<file path="config.mk">
export PLATFORM = sky130hd
export DESIGN_NAME = free_list_block_allocator_top
export DESIGN_NICKNAME = d
export VERILOG_FILES = /design/src/rtl/fla_pkg.sv /design/src/rtl/fla_link_ram.sv /design/src/rtl/free_list_block_allocator_top.sv
export SDC_FILE = /design/constraint.sdc
export NUM_CORES = 2
export LEC_CHECK = 0
export ABC_AREA = 1
export BUFFER_PORTS_ARGS = -buffer_cell sky130_fd_sc_hd__buf_4
export CAP_MARGIN = 20
export CORE_MARGIN = 1.5
export CORE_UTILIZATION = 40
export CTS_BUF_LIST = sky130_fd_sc_hd__clkbuf_8
export DETAILED_ROUTE_END_ITERATION = 7
export PLACE_DENSITY = 0.65
export SKIP_CTS_REPAIR_TIMING = 1
export SLEW_MARGIN = 20
export SYNTH_ARGS = -nofsm -noshare
export SYNTH_HDL_FRONTEND = slang
export SYNTH_SLANG_ARGS = --single-unit
</file>
<file path="constraint.sdc">
create_clock -name clk_i -period 9.7 [get_ports clk_i]
set_input_delay 0.97 -clock clk_i [delete_from_list [all_inputs] [get_ports clk_i]]
set_output_delay 0.97 -clock clk_i [all_outputs]
set_load 0.01 [all_outputs]
</file>
<file path="src/rtl/fla_pkg.sv">
// Shared types, constants and helpers for the free-list block allocator.
// No dependencies; used by fla_link_ram's users and the top level.
`default_nettype none

package fla_pkg;

  // Pool capacity; the free_index and block_index ports are IdxW bits wide.
  localparam int unsigned MaxBlocks = 256;
  localparam int unsigned IdxW      = $clog2(MaxBlocks);
  localparam int unsigned CountW    = 9;
  localparam int unsigned LinkW     = IdxW + 1;

  localparam logic [CountW-1:0] CountMax = '1;

  typedef enum logic [1:0] {
    OP_ALLOC   = 2'd0,
    OP_FREE    = 2'd1,
    OP_INIT    = 2'd2,
    OP_DESTROY = 2'd3
  } op_e;

  typedef enum logic [1:0] {
    ST_OK         = 2'd0,
    ST_EMPTY      = 2'd1,
    ST_ZERO_INIT  = 2'd2,
    ST_RESERVED   = 2'd3
  } status_e;

  // One next-link entry: end-of-list flag plus the following block index.
  typedef struct packed {
    logic            last;
    logic [IdxW-1:0] idx;
  } link_t;

  // Pool size minus used count, zero when used exceeds the pool.
  function automatic logic [CountW-1:0] free_cnt(input logic [CountW-1:0] pool,
                                                 input logic [CountW-1:0] used);
    logic [CountW-1:0] diff;
    diff = pool - used;
    return (pool > used) ? diff : '0;
  endfunction

endpackage

`default_nettype wire

</file>
<file path="src/rtl/fla_link_ram.sv">
// Generic single-write, single-read synchronous RAM with registered read data.
// Holds the allocator's next-link entries; no package dependency.
`default_nettype none

module fla_link_ram #(
  parameter int unsigned Depth = 256,
  parameter int unsigned Width = 9
) (
  input  wire logic                     clk_i,
  input  wire logic                     we_i,
  input  wire logic [$clog2(Depth)-1:0] waddr_i,
  input  wire logic [Width-1:0]         wdata_i,
  input  wire logic                     re_i,
  input  wire logic [$clog2(Depth)-1:0] raddr_i,
  output logic      [Width-1:0]         rdata_o
);

  logic [Width-1:0] mem [Depth];

  always_ff @(posedge clk_i) begin
    if (we_i) begin
      mem[waddr_i] <= wdata_i;
    end
  end

  always_ff @(posedge clk_i) begin
    if (re_i) begin
      rdata_o <= mem[raddr_i];
    end
  end

endmodule

`default_nettype wire

</file>
<file path="src/rtl/free_list_block_allocator_top.sv">
// Top level of the free-list block allocator: control sequencer plus link RAM.
// Depends on fla_pkg and fla_link_ram.
//
// Usage:
//   Input channel (in_valid_i/in_ready_o) carries one operation item:
//   alloc, free, init or destroy. Each item yields exactly one result item
//   on the output channel (out_valid_o/out_ready_i): status, block index and
//   the used and free counts after the operation.
//   cfg_we_i writes pool_blocks, the block count linked in by an init; write
//   it only while no item is in flight.
//   Results: free, destroy, rejected alloc and rejected init give their result
//   in the cycle after acceptance; an alloc from a non-empty list first passes
//   through the pop state (one read of the link RAM). Init writes one link per
//   cycle and links min(pool_blocks, 256) blocks.
//   One item is in flight at a time; a new item is taken in the cycle its
//   predecessor's result is taken, so free runs at one item per cycle when
//   the receiver never stalls; an alloc holds off new items during its pop.
//   Reset leaves the list empty, the counts zero and pool_blocks at 256; the
//   link RAM is not cleared. While the receiver stalls, the result is held
//   and no new item is accepted.
`default_nettype none

module free_list_block_allocator_top (
  input  wire logic                        clk_i,
  input  wire logic                        rst_ni,
  input  wire logic                        in_valid_i,
  output logic                             in_ready_o,
  input  wire logic [1:0]                  operation_i,
  input  wire logic [fla_pkg::IdxW-1:0]    free_index_i,
  output logic                             out_valid_o,
  input  wire logic                        out_ready_i,
  output logic      [1:0]                  status_o,
  output logic      [fla_pkg::IdxW-1:0]    block_index_o,
  output logic      [fla_pkg::CountW-1:0]  used_count_o,
  output logic      [fla_pkg::CountW-1:0]  free_count_o,
  input  wire logic                        cfg_we_i,
  input  wire logic [fla_pkg::CountW-1:0]  cfg_wdata_i
);

  localparam int unsigned IdxW   = fla_pkg::IdxW;
  localparam int unsigned CountW = fla_pkg::CountW;

  typedef enum logic [1:0] {
    S_IDLE,
    S_POP,
    S_INIT
  } state_e;

  state_e state_q, state_d;

  logic [CountW-1:0] pool_blocks_q;
  logic [IdxW-1:0]   head_q, head_d;
  logic              head_valid_q, head_valid_d;
  logic [CountW-1:0] used_q, used_d;
  logic [CountW-1:0] pool_q, pool_d;
  logic [IdxW-1:0]   init_cnt_q, init_cnt_d;
  logic [IdxW-1:0]   init_last_q, init_last_d;

  logic              out_valid_q, out_valid_d;
  logic [1:0]        status_q, status_d;
  logic [IdxW-1:0]   block_q, block_d;
  logic [CountW-1:0] used_out_q, used_out_d;
  logic [CountW-1:0] free_out_q, free_out_d;

  logic                      ram_we, ram_re;
  logic [IdxW-1:0]           ram_waddr;
  fla_pkg::link_t            ram_wlink, rd_link;
  logic [fla_pkg::LinkW-1:0] ram_rdata;

  logic              in_fire;
  logic [CountW-1:0] init_n;
  logic [CountW-1:0] used_inc, used_dec;

  assign in_ready_o = (state_q == S_IDLE) && (!out_valid_q || out_ready_i);
  assign in_fire    = in_valid_i && in_ready_o;
  assign rd_link    = fla_pkg::link_t'(ram_rdata);

  // Requested init size clamped to the pool capacity.
  assign init_n = (pool_blocks_q > CountW'(fla_pkg::MaxBlocks)) ?
                  CountW'(fla_pkg::MaxBlocks) : pool_blocks_q;

  assign used_inc = (used_q == fla_pkg::CountMax) ? used_q : used_q + 1'b1;
  assign used_dec = (used_q == '0) ? used_q : used_q - 1'b1;

  always_comb begin
    state_d      = state_q;
    head_d       = head_q;
    head_valid_d = head_valid_q;
    used_d       = used_q;
    pool_d       = pool_q;
    init_cnt_d   = init_cnt_q;
    init_last_d  = init_last_q;
    out_valid_d  = out_valid_q && !out_ready_i;
    status_d     = status_q;
    block_d      = block_q;
    used_out_d   = used_out_q;
    free_out_d   = free_out_q;
    ram_we       = 1'b0;
    ram_re       = 1'b0;
    ram_waddr    = free_index_i;
    ram_wlink    = '{last: !head_valid_q, idx: head_q};

    case (state_q)
      S_IDLE: begin
        if (in_fire) begin
          case (fla_pkg::op_e'(operation_i))
            fla_pkg::OP_ALLOC: begin
              if (head_valid_q) begin
                ram_re  = 1'b1;
                state_d = S_POP;
              end else begin
                out_valid_d = 1'b1;
                status_d    = fla_pkg::ST_EMPTY;
                block_d     = '0;
                used_out_d  = used_q;
                free_out_d  = fla_pkg::free_cnt(pool_q, used_q);
              end
            end
            fla_pkg::OP_FREE: begin
              // push: new entry points at the old head
              ram_we       = 1'b1;
              head_d       = free_index_i;
              head_valid_d = 1'b1;
              used_d       = used_dec;
              out_valid_d  = 1'b1;
              status_d     = fla_pkg::ST_OK;
              block_d      = '0;
              used_out_d   = used_dec;
              free_out_d   = fla_pkg::free_cnt(pool_q, used_dec);
            end
            fla_pkg::OP_INIT: begin
              if (init_n == '0) begin
                out_valid_d = 1'b1;
                status_d    = fla_pkg::ST_ZERO_INIT;
                block_d     = '0;
                used_out_d  = used_q;
                free_out_d  = fla_pkg::free_cnt(pool_q, used_q);
              end else begin
                init_cnt_d  = '0;
                init_last_d = IdxW'(init_n - 1'b1);
                state_d     = S_INIT;
              end
            end
            default: begin
              head_d       = '0;
              head_valid_d = 1'b0;
              used_d       = '0;
              pool_d       = '0;
              out_valid_d  = 1'b1;
              status_d     = fla_pkg::ST_OK;
              block_d      = '0;
              used_out_d   = '0;
              free_out_d   = '0;
            end
          endcase
        end
      end

      S_POP: begin
        head_d       = rd_link.idx;
        head_valid_d = !rd_link.last;
        used_d       = used_inc;
        out_valid_d  = 1'b1;
        status_d     = fla_pkg::ST_OK;
        block_d      = head_q;
        used_out_d   = used_inc;
        free_out_d   = fla_pkg::free_cnt(pool_q, used_inc);
        state_d      = S_IDLE;
      end

      S_INIT: begin
        // block i links to i-1; block 0 ends the list
        ram_we    = 1'b1;
        ram_waddr = init_cnt_q;
        ram_wlink = '{last: (init_cnt_q == '0),
                      idx:  (init_cnt_q == '0) ? '0 : init_cnt_q - 1'b1};
        if (init_cnt_q == init_last_q) begin
          head_d       = init_last_q;
          head_valid_d = 1'b1;
          used_d       = '0;
          pool_d       = {1'b0, init_last_q} + 1'b1;
          out_valid_d  = 1'b1;
          status_d     = fla_pkg::ST_OK;
          block_d      = '0;
          used_out_d   = '0;
          free_out_d   = {1'b0, init_last_q} + 1'b1;
          state_d      = S_IDLE;
        end else begin
          init_cnt_d = init_cnt_q + 1'b1;
        end
      end

      default: begin
        state_d = S_IDLE;
      end
    endcase
  end

  always_ff @(posedge clk_i or negedge rst_ni) begin
    if (!rst_ni) begin
      state_q       <= S_IDLE;
      pool_blocks_q <= CountW'(fla_pkg::MaxBlocks);
      head_q        <= '0;
      head_valid_q  <= 1'b0;
      used_q        <= '0;
      pool_q        <= '0;
      init_cnt_q    <= '0;
      init_last_q   <= '0;
      out_valid_q   <= 1'b0;
    end else begin
      state_q      <= state_d;
      if (cfg_we_i) begin
        pool_blocks_q <= cfg_wdata_i;
      end
      head_q       <= head_d;
      head_valid_q <= head_valid_d;
      used_q       <= used_d;
      pool_q       <= pool_d;
      init_cnt_q   <= init_cnt_d;
      init_last_q  <= init_last_d;
      out_valid_q  <= out_valid_d;
    end
  end

  always_ff @(posedge clk_i) begin
    status_q   <= status_d;
    block_q    <= block_d;
    used_out_q <= used_out_d;
    free_out_q <= free_out_d;
  end

  fla_link_ram #(
    .Depth (fla_pkg::MaxBlocks),
    .Width (fla_pkg::LinkW)
  ) u_link_ram (
    .clk_i   (clk_i),
    .we_i    (ram_we),
    .waddr_i (ram_waddr),
    .wdata_i (ram_wlink),
    .re_i    (ram_re),
    .raddr_i (head_q),
    .rdata_o (ram_rdata)
  );

  assign out_valid_o   = out_valid_q;
  assign status_o      = status_q;
  assign block_index_o = block_q;
  assign used_count_o  = used_out_q;
  assign free_count_o  = free_out_q;

  // link RAM is never read and written in the same cycle
  a_no_rw_overlap: assert property (@(posedge clk_i) disable iff (!rst_ni)
    !(ram_we && ram_re))
    else $error("link RAM read and write overlap");

  // a pop always completes with a result the next cycle
  a_pop_result: assert property (@(posedge clk_i) disable iff (!rst_ni)
    (state_q == S_POP) |=> (out_valid_q && state_q == S_IDLE))
    else $error("pop did not produce a result");

  // alloc from a non-empty list goes through the link read
  a_alloc_reads: assert property (@(posedge clk_i) disable iff (!rst_ni)
    (in_fire && operation_i == fla_pkg::OP_ALLOC && head_valid_q) |=> (state_q == S_POP))
    else $error("alloc skipped the link read");

  // init completion leaves a valid head at the top block
  a_init_head: assert property (@(posedge clk_i) disable iff (!rst_ni)
    (state_q == S_INIT && init_cnt_q == init_last_q)
      |=> (head_valid_q && head_q == $past(init_last_q) && used_q == '0))
    else $error("init left a wrong head");

endmodule

`default_nettype wire
</file>
## Yosys cells after proc, flatten, opt, wreduce, memory -nomap -nowiden

Memory sizes are Yosys's and may differ from the RTL's. A register that Yosys moved wholly into a read port is not among the register bits.
Cells that the tools add are included.

- Bitwise gates (word level): 1
- Reductions and logical operators: 23
- Eq/ne operators: 18
- Magnitude comparators: 4
- Multiplexer cells: 72
- $add $sub $neg: 9

Operators by type and width:

| operator | number |
|---|---|
| $mux W9 | 18 |
| $pmux W9 S3 | 5 |
| $mux W8 | 12 |
| $pmux W8 S2 | 3 |
| $pmux W8 S3 | 2 |
| $pmux W9 S2 | 2 |
| $gt A9 B9 Y1 | 3 |
| $sub A9 B9 Y9 | 3 |
| $logic_not A9 Y1 | 2 |
| $sub A8 B1 Y8 const B | 2 |
| $reduce_and A5 Y1 | 3 |
| $mux W1 | 14 |
| $mux W2 | 7 |
| $ne A2 B2 Y1 const B | 6 |
| $ne A3 B3 Y1 const B | 4 |
| $pmux W2 S2 | 3 |
| $reduce_and A4 Y1 | 3 |
| $add A8 B1 Y9 const B | 1 |
| $add A9 B1 Y9 const B | 1 |
| $eq A9 B9 Y1 const B | 1 |
| $gt A9 B9 Y1 const B | 1 |
| $sub A9 B1 Y9 const B | 1 |
| $add A8 B1 Y8 const B | 1 |
| $eq A8 B8 Y1 | 1 |
| other kinds (17) | 28 |

- Bits in registers: 83
- Memories kept: 1
- Input bits: 24
- RAM bits: 2304
- Output and inout port bits: 30
- Logic and storage cells: 141

Memories:

| name | words | bits a word | rd ports | clocked after memory_dff | wr ports | line | text |
|---|---|---|---|---|---|---|---|
| u_link_ram.mem | 256 | 9 | 1 | 1 | 1 | fla_link_ram.sv:18 | `logic [Width-1:0] mem [Depth];` |

## Depth between registers and ports, before layout

- Word-level depth: 8
- Mapped depth: 22
- Depth with buffers taken out: 21

## Cells and area by module

Synthesis repeated with hierarchy kept, for this count alone.

- Cells, all modules: 8731
- Area, all modules: 100068.5 um2

Modules (own cells, without submodules):

| module | times used | cells each | sequential area each (um2) | area each (um2) |
|---|---|---|---|---|
| fla_link_ram | 1 | 7826 | 69456.6 | 93609.8 |
| free_list_block_allocator_top | 1 | 905 | 2218.4 | 6458.7 |

## Worst setup path before layout

Ideal clock, no wire load.

- Path kind: flip-flop to flip-flop
- Start point: register state_q[0]
- End point: memory u_link_ram.mem[0][7] (data pin)
- Data required time: 8114 ps
- Setup slack: -263 ps
- Buffers on the path: 2
- Period minus slack after synthesis: 9963 ps
- Setup time: 1586 ps
- Arrival time: 8377 ps
- Cell stages (with the launch flop): 9
- Cells stage by stage: dfrtp_1 -> inv_1 -> ha_1 -> clkbuf_1 -> inv_1 -> clkbuf_1 -> nor2_1 -> inv_1 -> o22ai_1

RTL lines:

| element | line | text |
|---|---|---|
| start: declaration | free_list_block_allocator_top.sv:49 | `state_e state_q, state_d;` |
| start signal: assignment | free_list_block_allocator_top.sv:211 | `state_q <= state_d;` |
| end: declaration | fla_link_ram.sv:18 |  |

==> results.md <==
* Root buffer cell: clkbuf_8
* Largest net degree at the start of global routing at 342
* Yosys warnings at 0
* Vias at 66900
* Overall Global Routing Usage at 21.8%
* Syn_nets at 8161
* Final nets at 8138
* CTS max path bufs at 4
* Fraction of registers with async set/reset at 2.30%
* Worst IR Drop VDD at 0.000525 V
* Die footprint at 0.248 mm2
* Setup violators final at 0
* Fraction of layout cells with a size suffix above 1 at 8.08%
* Tightest Hold Check Type: in2async
* Pwr Density at 305 mW/mm2
* H-tree depth at 5
* Most frequent cells in the layout: edfxtp_1, nor2_1, o21ai_0
* Post-Synthesis Cells at 8101
* Post-route ant nets at 0
* Critical Path RT at 10.61 ns
* CP arrival at 6.45 ns
* Slowest cell on crit path: dfrtp_4
* Max FO, Critical Path at 108
* Die Wd at 498 um
* Row cnt at 181
* Routed wire length at 279000 um
* Routed WL per cell at 24.1 um
* Setup TNS at 0 ns
* DRT iter0 DRCs at 9046
* Ys flop type: edfxtp_1
* CTS tree: built
* PortBufs at 53
* Total clock buffers created by CTS at 399
* First-pass GRT wire length at 413000 um
* Layout Skew at 0.0606 ns
* Vias in the first global route at 63800
* DRC violations left at 11
* Max-cap violations at 0
* RSZ-0062 raised after global routing: false
* Drt first pass iters at 8
* Commonest non-fill, non-tap cell in the layout: edfxtp_1
* Yosys reg bits at 2396
* Dpl hpwl at 151000 um
* Leak Pwr at 36.3 nW
* Sinks on Clock Net at 2396
* Syn avg cell area at 12.1 um2
* Share of the synthesized area in the top cell type at 71.7%
* Starting density of the core at 40.3%
* Failing checks: DRC, hold timing
* Cell taking the most area after synthesis: edfxtp_1
* Clk pin slew, worst setup/hold paths at 0.06 ns
* Max-slew violations at 0
* Tcrit/Tclk final at 57.2%
* Main area contributors after synthesis: edfxtp_1, o21ai_0, nor2_1
* Final Hold Vio Count at 2
* Final worst path period need at 5.55 ns
* GRT overflow at 0
* Die height at 498 um
* Slew margin rel. at 21.5%
* Core area at 0.243 mm2
* Most frequent cell on the critical path: nand3_1
* WHS at -0.00340 ns
* I/O pins at 54
* Worst-Margin Slew at 1.17 ns
* Reg2Reg Depth at 12
* Max incr delay on CP at 1.09 ns
* Vias per cell at 5.77
* Number of flops mapped to enable cells by yosys at 2341
* Synthesis-to-finish area growth at 10.3%
* Status: finished with violations
* Initial antenna violation count at 17
* Distinct cells, synth at 45
* CP endpoint kind: flip-flop
* F_max at 0.180 GHz
* Mapped cell area at 0.0980 mm2
* Sequential area share after synthesis at 73.1%
* Worst setup SP type: flip-flop
* Clock Latency Late Sink at 1.07 ns
* Worst Path Class, Setup: reg2reg
* Critical Path, Cell by Cell: buf_4 -> buf_4 -> buf_4 -> o21ai_0 -> o22ai_1 -> nand2_1 -> nand3_1 -> nand3_1 -> nand3_1 -> nand3_1 -> a21oi_1 -> or2_1
* GPL Wtd Cong at 0.903
[state kept, by name, summed over array words and instances, names as in the netlist]
name / count
pool_blocks_q: 9
used_q: 9
init_last_q: 8
head_valid_q: 1
init_cnt_q: 8
used_count_o: 9
out_valid_o: 1
block_index_o: 8
state_q: 2
free_count_o: 9
u_link_ram.rdata_o: 9
u_link_ram.mem: 2304
head_q: 8
status_o: 2
pool_q: 9
[through the flow]
| stage | setup WS (ns) | power, mW | utilization (%) | cells | instance area (um2) |
|---|---|---|---|---|---|
| final | 4.15 | 33.0 | 44.4 | 11600 | 108000 |
| after global placement | 4.36 | 24.7 | 41.5 | 10900 | 101000 |
| after CTS | 4.27 | 32.9 | 44.4 | 11600 | 108000 |
| after detailed placement | 4.30 | 24.9 | 41.5 | 10900 | 101000 |
| after floorplan | -0.263 | 21.3 | - | 8101 | 98000 |
| after global routing | 3.90 | 34.4 | 44.4 | 11600 | 108000 |
[where the power goes]
group | internal, mW | switching [mW] | total (mW)
combinational | 2.81 | 8.63 | 11.4
sequential | 13.1 | 0.317 | 13.4
clock | 4.12 | 3.98 | 8.10
[synthesized netlist by cell type (2+ instances only)]
| cell type | n |
|---|---|
| buf_1 | 44 |
| nand3b_1 | 2 |
| nand3_1 | 598 |
| or2_2 | 4 |
| edfxtp_1 | 2341 |
| o21ai_1 | 15 |
| buf_6 | 7 |
| clkinv_1 | 4 |
| o21ai_0 | 1223 |
| nor4_1 | 4 |
| xor2_1 | 24 |
| o21a_1 | 5 |
| a21oi_1 | 63 |
| o22ai_1 | 596 |
| buf_2 | 119 |
| nor2_2 | 4 |
| inv_1 | 135 |
| ha_1 | 34 |
| fa_1 | 2 |
| clkbuf_1 | 365 |
| nor2_1 | 1499 |
| nand2_2 | 2 |
| nand3_2 | 3 |
| nand4_1 | 15 |
| inv_2 | 8 |
| nor3_1 | 17 |
| nand2_1 | 845 |
| xnor2_1 | 8 |
| a221oi_1 | 6 |
| o21bai_1 | 8 |
| dfrtp_1 | 54 |
| o211ai_1 | 2 |
| buf_4 | 25 |
| or2_1 | 9 |
[per-layer routing]
metal / vias to the layer above / GRT usage [%] / routed length (um)
met5: - / 0 / 69
met4: 10 / 8.66 / 10100
met3: 571 / 4.32 / 27400
met2: 3628 / 33.9 / 129000
met1: 33100 / 29.9 / 112000
li1: 29600 / - / -
[kinds of logic after synthesis]
| kind of cell | share of synthesized area [%] |
|---|---|
| simple gates | 12.4 |
| flops | 73.1 |
| compound gates | 10.7 |
| buf+inv | 3.02 |
| fa+ha+maj | 0.475 |
| xor+xnor | 0.286 |
| mux | 0.0115 |
[worst max-delay path, delay by kind of cell (launching register included)]
kind | cells | cell delay [ns]
AO/OA/AOI/OAI | 3 | 0.62
AND/OR/NAND/NOR | 6 | 0.86
flip-flops | 1 | 1.09
buffers and inverters | 3 | 2.69
[layout make-up]
cell class,count,area (um2)
multi-input combinational,4997,23600
antenna,13,32.5
clock inverter,283,1360
timing repair buffer,136,1230
inverter,148,604
tap,3202,4010
clock buffer,411,5660
sequential,2396,71700
fill,21700,135000
[final timing paths]
path / startpoint / slack [ns] / to
setup / recovery: head_q[0] / 4.15 / u_link_ram.rdata_o[0]
hold / removal: rst_ni / -0.003 / state_q[0]
setup reg to reg: head_q[0] / 4.15 / u_link_ram.rdata_o[0]
hold reg to reg: pool_q[0] / 0.50 / pool_q[0]
max in group asynchronous: rst_ni / 9.07 / head_q[0]
min in group clk_i: cfg_wdata_i[7] / 0.12 / pool_blocks_q[7]
(Power assumes the default switching activity.)
